==> src/rtl/cst_pkg.sv <==
// Shared types and constants for the counting semaphore table
package cst_pkg;

  // Table geometry
  localparam int NUM_SEMS = 32;
  localparam int SEM_W    = (NUM_SEMS > 2) ? $clog2(NUM_SEMS) : 1;
  localparam int PID_W    = 5;
  localparam int NUM_IDS  = 1 << PID_W;
  localparam int IDX_W    = 8;
  localparam int CNT_W    = 16;
  localparam int HDL_W    = 5;

  // Function codes
  localparam logic [1:0] FUNC_CREATE = 2'd0;
  localparam logic [1:0] FUNC_WAIT   = 2'd1;
  localparam logic [1:0] FUNC_SIGNAL = 2'd2;

  // Status codes
  localparam logic [1:0] STAT_OK      = 2'd0;
  localparam logic [1:0] STAT_BAD_HDL = 2'd1;
  localparam logic [1:0] STAT_FULL    = 2'd2;

  // Count limits
  localparam logic signed [CNT_W-1:0] CNT_MIN = {1'b1, {(CNT_W-1){1'b0}}};
  localparam logic signed [CNT_W-1:0] CNT_MAX = {1'b0, {(CNT_W-1){1'b1}}};

  // One request transaction
  typedef struct packed {
    logic [1:0]              func;
    logic [IDX_W-1:0]        sem_index;
    logic signed [CNT_W-1:0] initial_count;
    logic [PID_W-1:0]        process_id;
  } req_t;

  // One response transaction
  typedef struct packed {
    logic [1:0]       status;
    logic [HDL_W-1:0] handle;
    logic             must_block;
    logic             wake_valid;
    logic [PID_W-1:0] wake_process;
  } rsp_t;

endpackage

==> src/rtl/cst_req_if.sv <==
// Request channel: valid/ready with the operation payload
interface cst_req_if;
  logic                                     valid;
  logic                                     ready;
  logic [1:0]                               func;
  logic [cst_pkg::IDX_W-1:0]                sem_index;
  logic signed [cst_pkg::CNT_W-1:0]         initial_count;
  logic [cst_pkg::PID_W-1:0]                process_id;

  modport source (output valid, func, sem_index, initial_count, process_id,
                  input ready);
  modport sink (input valid, func, sem_index, initial_count, process_id,
                output ready);
endinterface

==> src/rtl/cst_rsp_if.sv <==
// Response channel: valid/ready with the result payload
interface cst_rsp_if;
  logic                        valid;
  logic                        ready;
  logic [1:0]                  status;
  logic [cst_pkg::HDL_W-1:0]   handle;
  logic                        must_block;
  logic                        wake_valid;
  logic [cst_pkg::PID_W-1:0]   wake_process;

  modport source (output valid, status, handle, must_block, wake_valid, wake_process,
                  input ready);
  modport sink (input valid, status, handle, must_block, wake_valid, wake_process,
                output ready);
endinterface

==> src/rtl/cst_alloc.sv <==
// Lowest-free-slot finder over the slot-in-use vector
module cst_alloc (
  input  logic [cst_pkg::NUM_SEMS-1:0] used,
  output logic                         found,
  output logic [cst_pkg::SEM_W-1:0]    slot
);

  // Scan from the top so the lowest free slot wins
  always_comb begin
    found = 1'b0;
    slot  = '0;
    for (int i = cst_pkg::NUM_SEMS - 1; i >= 0; i--) begin
      if (!used[i]) begin
        found = 1'b1;
        slot  = cst_pkg::SEM_W'(i);
      end
    end
  end

endmodule

==> src/rtl/cst_table.sv <==
// Semaphore state table: counts, wait queues and the per-transaction update
module cst_table (
  input  logic          clk,
  input  logic          rst,
  input  logic          en,
  input  cst_pkg::req_t item,
  output cst_pkg::rsp_t result
);

  // Control state, cleared by reset
  logic [cst_pkg::NUM_SEMS-1:0] slot_used;
  logic [cst_pkg::NUM_SEMS-1:0] queue_nonempty;

  // Payload state, meaningful only once written
  logic signed [cst_pkg::CNT_W-1:0] sem_count   [cst_pkg::NUM_SEMS];
  logic [cst_pkg::PID_W-1:0]        queue_head  [cst_pkg::NUM_SEMS];
  logic [cst_pkg::PID_W-1:0]        queue_tail  [cst_pkg::NUM_SEMS];
  logic [cst_pkg::PID_W-1:0]        next_waiter [cst_pkg::NUM_IDS];

  logic                             free_found;
  logic [cst_pkg::SEM_W-1:0]        free_slot;
  logic [cst_pkg::SEM_W-1:0]        sidx;
  logic [cst_pkg::SEM_W-1:0]        wr_slot;
  logic                             hdl_ok;
  logic signed [cst_pkg::CNT_W-1:0] cur_count;
  logic signed [cst_pkg::CNT_W-1:0] dec_count;
  logic signed [cst_pkg::CNT_W-1:0] inc_count;
  logic [cst_pkg::PID_W-1:0]        cur_head;
  logic [cst_pkg::PID_W-1:0]        cur_tail;
  logic                             cur_ne;
  logic [7:0]                       slot_wide;

  // Write controls
  logic                             we_count;
  logic signed [cst_pkg::CNT_W-1:0] count_wdata;
  logic                             we_head;
  logic [cst_pkg::PID_W-1:0]        head_wdata;
  logic                             we_tail;
  logic                             we_link;
  logic                             set_used;
  logic                             set_ne;
  logic                             clr_ne;

  cst_alloc u_alloc (
    .used  (slot_used),
    .found (free_found),
    .slot  (free_slot)
  );

  // Read side
  assign sidx      = item.sem_index[cst_pkg::SEM_W-1:0];
  assign hdl_ok    = (9'(item.sem_index) < 9'(cst_pkg::NUM_SEMS)) && slot_used[sidx];
  assign cur_count = sem_count[sidx];
  assign cur_head  = queue_head[sidx];
  assign cur_tail  = queue_tail[sidx];
  assign cur_ne    = queue_nonempty[sidx];
  assign dec_count = (cur_count != cst_pkg::CNT_MIN) ? cur_count - 16'sd1 : cur_count;
  assign inc_count = (cur_count != cst_pkg::CNT_MAX) ? cur_count + 16'sd1 : cur_count;
  assign slot_wide = 8'(free_slot);
  assign wr_slot   = (item.func == cst_pkg::FUNC_CREATE) ? free_slot : sidx;

  // Operation decode, result and write enables
  always_comb begin
    result      = '0;
    we_count    = 1'b0;
    count_wdata = item.initial_count;
    we_head     = 1'b0;
    head_wdata  = item.process_id;
    we_tail     = 1'b0;
    we_link     = 1'b0;
    set_used    = 1'b0;
    set_ne      = 1'b0;
    clr_ne      = 1'b0;
    case (item.func)
      cst_pkg::FUNC_CREATE: begin
        if (free_found) begin
          set_used      = 1'b1;
          we_count      = 1'b1;
          clr_ne        = 1'b1;
          result.handle = slot_wide[cst_pkg::HDL_W-1:0];
        end else begin
          result.status = cst_pkg::STAT_FULL;
        end
      end
      cst_pkg::FUNC_WAIT: begin
        if (!hdl_ok) begin
          result.status = cst_pkg::STAT_BAD_HDL;
        end else begin
          we_count    = 1'b1;
          count_wdata = dec_count;
          if (dec_count < 0) begin
            result.must_block = 1'b1;
            we_tail           = 1'b1;
            // append behind the tail, or start a fresh queue
            if (cur_ne) begin
              we_link = 1'b1;
            end else begin
              we_head = 1'b1;
              set_ne  = 1'b1;
            end
          end
        end
      end
      cst_pkg::FUNC_SIGNAL: begin
        if (!hdl_ok) begin
          result.status = cst_pkg::STAT_BAD_HDL;
        end else begin
          we_count    = 1'b1;
          count_wdata = inc_count;
          if ((inc_count <= 0) && cur_ne) begin
            result.wake_valid   = 1'b1;
            result.wake_process = cur_head;
            // pop the head; last waiter empties the queue
            if (cur_head == cur_tail) begin
              clr_ne = 1'b1;
            end else begin
              we_head    = 1'b1;
              head_wdata = next_waiter[cur_head];
            end
          end
        end
      end
      default: begin
        result.status = cst_pkg::STAT_BAD_HDL;
      end
    endcase
  end

  // Slot and queue occupancy flags
  always_ff @(posedge clk) begin
    if (rst) begin
      slot_used      <= '0;
      queue_nonempty <= '0;
    end else if (en) begin
      if (set_used) begin
        slot_used[wr_slot] <= 1'b1;
      end
      if (set_ne) begin
        queue_nonempty[wr_slot] <= 1'b1;
      end else if (clr_ne) begin
        queue_nonempty[wr_slot] <= 1'b0;
      end
    end
  end

  // Counts, queue pointers and waiter links
  always_ff @(posedge clk) begin
    if (en) begin
      if (we_count) begin
        sem_count[wr_slot] <= count_wdata;
      end
      if (we_head) begin
        queue_head[wr_slot] <= head_wdata;
      end
      if (we_tail) begin
        queue_tail[wr_slot] <= item.process_id;
      end
      if (we_link) begin
        next_waiter[cur_tail] <= item.process_id;
      end
    end
  end

endmodule

==> src/rtl/counting_semaphore_table_core.sv <==
// The request passes through the input register and then the result register before its
// response transaction; a stalled response holds both registers.
// Throughput: one transaction per cycle while rsp is not stalled; the read-modify-write
// of one slot, its queue pointers and one waiter link completes as the stage advances.
// Reset (rst, synchronous): all slots free, all queues empty, both registers empty.
// Counts, queue pointers and waiter links need no reset and are valid once written.
module counting_semaphore_table_core (
  input logic       clk,
  input logic       rst,
  cst_req_if.sink   req,
  cst_rsp_if.source rsp
);

  logic          s1_valid;
  cst_pkg::req_t s1_item;
  logic          rsp_valid;
  cst_pkg::rsp_t rsp_item;
  cst_pkg::rsp_t table_result;
  logic          advance;

  // Stage advances when the result register is free or being drained
  assign advance   = s1_valid && (!rsp_valid || rsp.ready);
  assign req.ready = !s1_valid || advance;

  // Input register
  always_ff @(posedge clk) begin
    if (rst) begin
      s1_valid <= 1'b0;
    end else if (req.ready) begin
      s1_valid <= req.valid;
    end
  end

  always_ff @(posedge clk) begin
    if (req.valid && req.ready) begin
      s1_item.func          <= req.func;
      s1_item.sem_index     <= req.sem_index;
      s1_item.initial_count <= req.initial_count;
      s1_item.process_id    <= req.process_id;
    end
  end

  cst_table u_table (
    .clk    (clk),
    .rst    (rst),
    .en     (advance),
    .item   (s1_item),
    .result (table_result)
  );

  // Result register
  always_ff @(posedge clk) begin
    if (rst) begin
      rsp_valid <= 1'b0;
    end else if (advance) begin
      rsp_valid <= 1'b1;
    end else if (rsp.ready) begin
      rsp_valid <= 1'b0;
    end
  end

  always_ff @(posedge clk) begin
    if (advance) begin
      rsp_item <= table_result;
    end
  end

  assign rsp.valid        = rsp_valid;
  assign rsp.status       = rsp_item.status;
  assign rsp.handle       = rsp_item.handle;
  assign rsp.must_block   = rsp_item.must_block;
  assign rsp.wake_valid   = rsp_item.wake_valid;
  assign rsp.wake_process = rsp_item.wake_process;

endmodule

==> src/flat_wrapper.sv <==
// flat-port wrapper written by rule: the top's interface ports become plain ports
module counting_semaphore_table_core_flat 
  (clk, rst, req_valid, req_func, req_sem_index, req_initial_count, req_process_id, req_ready, rsp_valid, rsp_status, rsp_handle, rsp_must_block, rsp_wake_valid, rsp_wake_process, rsp_ready);
  cst_req_if req_i ();
  cst_rsp_if rsp_i ();
  input logic clk;
  input logic rst;
  input wire logic [$bits(req_i.valid)-1:0] req_valid;
  input wire logic [$bits(req_i.func)-1:0] req_func;
  input wire logic [$bits(req_i.sem_index)-1:0] req_sem_index;
  input wire logic [$bits(req_i.initial_count)-1:0] req_initial_count;
  input wire logic [$bits(req_i.process_id)-1:0] req_process_id;
  output wire logic [$bits(req_i.ready)-1:0] req_ready;
  output wire logic [$bits(rsp_i.valid)-1:0] rsp_valid;
  output wire logic [$bits(rsp_i.status)-1:0] rsp_status;
  output wire logic [$bits(rsp_i.handle)-1:0] rsp_handle;
  output wire logic [$bits(rsp_i.must_block)-1:0] rsp_must_block;
  output wire logic [$bits(rsp_i.wake_valid)-1:0] rsp_wake_valid;
  output wire logic [$bits(rsp_i.wake_process)-1:0] rsp_wake_process;
  input wire logic [$bits(rsp_i.ready)-1:0] rsp_ready;
  assign req_i.valid = req_valid;
  assign req_i.func = req_func;
  assign req_i.sem_index = req_sem_index;
  assign req_i.initial_count = req_initial_count;
  assign req_i.process_id = req_process_id;
  assign req_ready = req_i.ready;
  assign rsp_valid = rsp_i.valid;
  assign rsp_status = rsp_i.status;
  assign rsp_handle = rsp_i.handle;
  assign rsp_must_block = rsp_i.must_block;
  assign rsp_wake_valid = rsp_i.wake_valid;
  assign rsp_wake_process = rsp_i.wake_process;
  assign rsp_i.ready = rsp_ready;
  counting_semaphore_table_core u_core (.clk(clk), .rst(rst), .req(req_i), .rsp(rsp_i));
endmodule
==> config.mk <==
export PLATFORM = sky130hd
export DESIGN_NAME = counting_semaphore_table_core_flat
export DESIGN_NICKNAME = d
export VERILOG_FILES = /design/src/rtl/cst_pkg.sv /design/src/rtl/cst_req_if.sv /design/src/rtl/cst_rsp_if.sv /design/src/rtl/cst_alloc.sv /design/src/rtl/cst_table.sv /design/src/rtl/counting_semaphore_table_core.sv /design/src/flat_wrapper.sv
export SDC_FILE = /design/constraint.sdc
export NUM_CORES = 1
export LEC_CHECK = 0
export BUFFER_PORTS_ARGS = -buffer_cell sky130_fd_sc_hd__buf_4
export CAP_MARGIN = 20
export CORE_ASPECT_RATIO = 0.7
export CORE_MARGIN = 8
export CORE_UTILIZATION = 54
export DETAILED_ROUTE_END_ITERATION = 8
export PLACE_DENSITY = 0.68
export SLEW_MARGIN = 40
export SYNTH_ARGS = -nofsm -noshare
export SYNTH_HDL_FRONTEND = slang
export SYNTH_SLANG_ARGS = --single-unit
==> constraint.sdc <==
create_clock -name clk -period 5.5 [get_ports clk]
set_clock_uncertainty 0.1 [all_clocks]
set_input_delay 0.275 -clock clk [delete_from_list [all_inputs] [get_ports clk]]
set_output_delay 0.275 -clock clk [all_outputs]
set_load 0.1 [all_outputs]
==> reports/results.tsv <==
stage	metric	value	unit
power	total_power	18400	uW
status	status	complete, no violations	
worst_setup_path	reg2reg_depth	13	
detailed_routing	viasPerCell	6.38	
detailed_routing	drt_iter0_drc	3401	
timing	tns	0	ps
power	switchingPower	4360	uW
timing	max_slew_margin	34.6	%
detailed_routing	ant_nets	0	
worst_setup_path	crit_chain	buf_12 > buf_12 > mux2i_1 > a22oi_1 > nand3_1 > nand4_1 > nor4_2 > nand2b_1 > or3_1 > a2111oi_4 > and3b_1 > nand2b_1 > nor2_1	
power	power_density	351	nW/um2
detailed_routing	drt-total-wl	118000	um
global_routing	grt-ovfl-total	0	
worst_setup_path	crit_arrival	5540	ps
floorplan	core-area	84500	um2
worst_setup_path	path_buf_inv	2	
worst_setup_path	crit_cells	13	
global_routing	antenna_found_initial	5	
layout	syn_to_final_growth	13.2	%
floorplan	die-height	261	um
layout	design_area	52300	um2
yosys	synthArstFlopShare	0	%
timing	final-hold-violation-count	0	
layout	antenna_cells	0	
floorplan	die_area	95300	um2
power	p_leak	0.0174	uW
yosys	yosysSeqAreaShare	70.5	%
timing	grt_setup_unrepaired	yes	
place	dp_hpwl	76000	um
layout	multi_input_area	12700	um2
timing	setup_violations	0	
hold_path	hp-class	in2reg	
place	io_buffers	50	
yosys	synth_edf_count	1037	
power	p_int	14000	uW
power	irDropWorstVdd	267	uV
place	place_congestion	0.965	
timing	slew_violations	0	
power	swShare	23.8	%
flow_run	cap_viol_max_count	0	
yosys	postSynthNetCount	2839	
floorplan	die_w	366	um
floorplan	initial_core_util	54.7	%
worst_setup_path	critical_path_class	reg2reg	
yosys	syn_area	46200	um2
yosys	yosysWarnings	0	
timing	max_freq	0.188	GHz
clock_network	cts_num_sinks	1108	
worst_setup_path	cp_max_fo	33	
layout	nFillCells	5984	
yosys	ys_ff_latch	1108	
worst_setup_path	cp_slowest_cell	a2111oi_4	
detailed_routing	drc_errors	0	
worst_setup_path	end_kind	flip-flop	
worst_setup_path	slowest_delay	530	ps
yosys	synth_area_per_cell	16.5	um2
detailed_routing	vias	26800	
floorplan	rows	89	
global_routing	grt_first_pass_wirelength	174000	um
power	clock_power_share	38.5	%
worst_setup_path	required	5720	ps
timing	min_period_over_period	96.8	%
place	place_area	48500	um2
yosys	synth_ff_type	edfxtp_1	
clock_network	clk_pin_slew	60	ps
global_routing	grt_pass1_vias	26100	
clock_network	cts_tree	yes	
clock_network	clk_latency	690	ps
global_routing	grt_max_degree	81	
layout	drive_gt1_share	20.6	%
floorplan	io_pins	51	
place	dp_slack	248	ps
power	combPwrFrac	10.7	%
timing	worstMarginPinSlew	978	ps
clock_network	cts_setup_buffers	0	
layout	regArea	32600	um2
worst_setup_path	cp-start-kind	flip-flop	
detailed_routing	dr.pass1.iters	6	
power	pwr-share-seq	50.8	%
global_routing	grt_usage	24.6	%
timing	fin_ws	174	ps
detailed_routing	post_drt_wl_per_cell	28.3	um
hold_path	hold-path-cell-count	2	
layout	finalNetCount	3011	
yosys	synth_cell_types	75	
worst_setup_path	critPathTopFamily	simple AND/OR/NAND/NOR gates	
clock_network	htree_levels	3	
timing	period_needed	5330	ps
clock_network	cts_root_buf	clkbuf_16	
clock_network	cts-buffers-inserted	101	
clock_network	cts_max_path_buffers	3	
yosys	synthCells	2797	
## through the flow
| step | utilization [%] | hold WS [ps] | instances |
|---|---|---|---|
| 4_1_cts | 61.7 | 162 | 4191 |
| 3_5_place_dp | 57.3 | 354 | 3966 |
| 6_report | 61.9 | 208 | 4191 |
| 3_3_place_gp | 57.3 | 354 | 3964 |
| 5_1_grt | 61.9 | 183 | 4191 |
| 2_1_floorplan | - | 274 | 2797 |
## placed cells by master, fill, tap and decap left out, types with 8 or more instances in the layout
master and instances:
clkbuf_16 101, nor2_2 15, a21oi_2 34, clkinv_1 19, nor4_1 37, edfxtp_1 1037, nand4_1 20, a21oi_1 125
nor3_1 15, mux2i_1 306, nor3_2 16, bufinv_16 12, inv_1 24, nand2_1 116, mux2_2 10, dfxtp_1 69
clkinv_2 17, buf_12 19, a31oi_2 10, mux4_2 132, a211oi_1 38, nor3_4 16, o21ai_0 42, a32oi_1 34
dlygate4sd3_1 37, a22oi_1 85, clkbuf_1 25, nor2b_1 32, xnor2_1 17, nor2_1 178, buf_4 182, nand3_1 77
nand2b_1 8
## power groups by stage
stage,clock network (uW),registers (uW),logic (uW)
after floorplan,0,9530,1200
after global placement,0,9500,1880
after detailed placement,0,9500,1900
after CTS,7150,9320,1930
after global routing,7450,9320,2080
final,7060,9320,1970
## worst register-to-register path: cells and delay by family (launching register included)
family / cells / cell delay [ps]
buf+inv: 2 / 570
compound gates: 2 / 640
simple gates: 8 / 2880
mux: 1 / 280
flops: 1 / 490
## final timing paths
| kind | slack (ps) | end | startpoint |
|---|---|---|---|
| max reg2reg | 170 | u_core.u_table.next_waiter[23][4] | flip-flop |
| max | 170 | u_core.u_table.next_waiter[23][4] | flip-flop |
| min reg2reg | 430 | flip-flop | flip-flop |
| min | 210 | u_core.s1_item[18] | req_initial_count[13] |
## logic make-up after synthesis
logic type,count (synthesis),synth area share [%]
adder cells (fa/ha/maj),7,0.190
flip-flops,1108,70.5
multiplexers,462,13.7
AND/OR/NAND/NOR,591,6.64
AO/OA/AOI/OAI,410,6.00
buffers and inverters,198,2.58
XOR/XNOR,21,0.398
## final cells by class
type                       count  share of cell area [%]
multi-input combinational   1491                    24.4
clock buffer                 129                    5.09
timing repair buffer         241                    4.11
sequential                  1108                    62.3
tap                         1137                    2.72
clock inverter                59                    1.25
inverter                      26                   0.191
## metal layers
layer  routed length [um]  track usage (%)  vias up  share of wire [%]
li1                     -                -    11500                  -
met1                52200             38.3    13600                 44
met2                48700             33.2     1525                 41
met3                15700             9.07      151                 13
met4                 1750             4.34        4                1.5
met5                   27                0        -              0.023
## synth_stat cells (all sizes together) (4+ instances only)
| library cell | instances | area, um2 |
|---|---|---|
| a211oi | 38 | 285 |
| a21oi | 159 | 912 |
| a221oi | 4 | 35.0 |
| a22o | 5 | 43.8 |
| a22oi | 85 | 638 |
| a31oi | 17 | 106 |
| a32oi | 34 | 298 |
| and2 | 5 | 33.8 |
| and3 | 7 | 43.8 |
| and4 | 4 | 35.0 |
| buf | 106 | 846 |
| clkbuf | 66 | 248 |
| dfxtp | 71 | 1420 |
| edfxtp | 1037 | 31100 |
| ha | 7 | 87.6 |
| inv | 26 | 97.6 |
| mux2 | 16 | 184 |
| mux2i | 314 | 3170 |
| mux4 | 132 | 2970 |
| nand2 | 117 | 447 |
| nand2b | 10 | 62.6 |
| nand3 | 80 | 410 |
| nand4 | 25 | 196 |
| nor2 | 194 | 738 |
| nor2b | 33 | 206 |
| nor3 | 47 | 385 |
| nor4 | 40 | 287 |
| o211ai | 4 | 30.0 |
| o21ai | 45 | 225 |
| or2 | 5 | 31.3 |
| or3 | 7 | 43.8 |
| or4 | 5 | 48.8 |
| xnor2 | 17 | 149 |
| xor2 | 4 | 35.0 |
## state kept, by name, summed over array words and instances (netlist names), named ones only
register / flops
u_core.u_table.slot_used: 32
u_core.u_table.queue_tail: 160
u_core.rsp.valid: 1
u_core.rsp.status: 2
u_core.u_table.sem_count: 512
u_core.u_table.queue_head: 160
u_core.rsp.wake_valid: 1
u_core.rsp.handle: 5
u_core.s1_item: 31
u_core.rsp.must_block: 1
u_core.rsp.wake_process: 5
u_core.s1_valid: 1
u_core.u_table.next_waiter: 160
## what timing repair did
action,in CTS,in global routing
endpoints found under the hold margin,70,0
hold buffers,37,0
resized for setup,0,33
setup endpoints to repair,0,269
Power figures use the tool's default switching activity.
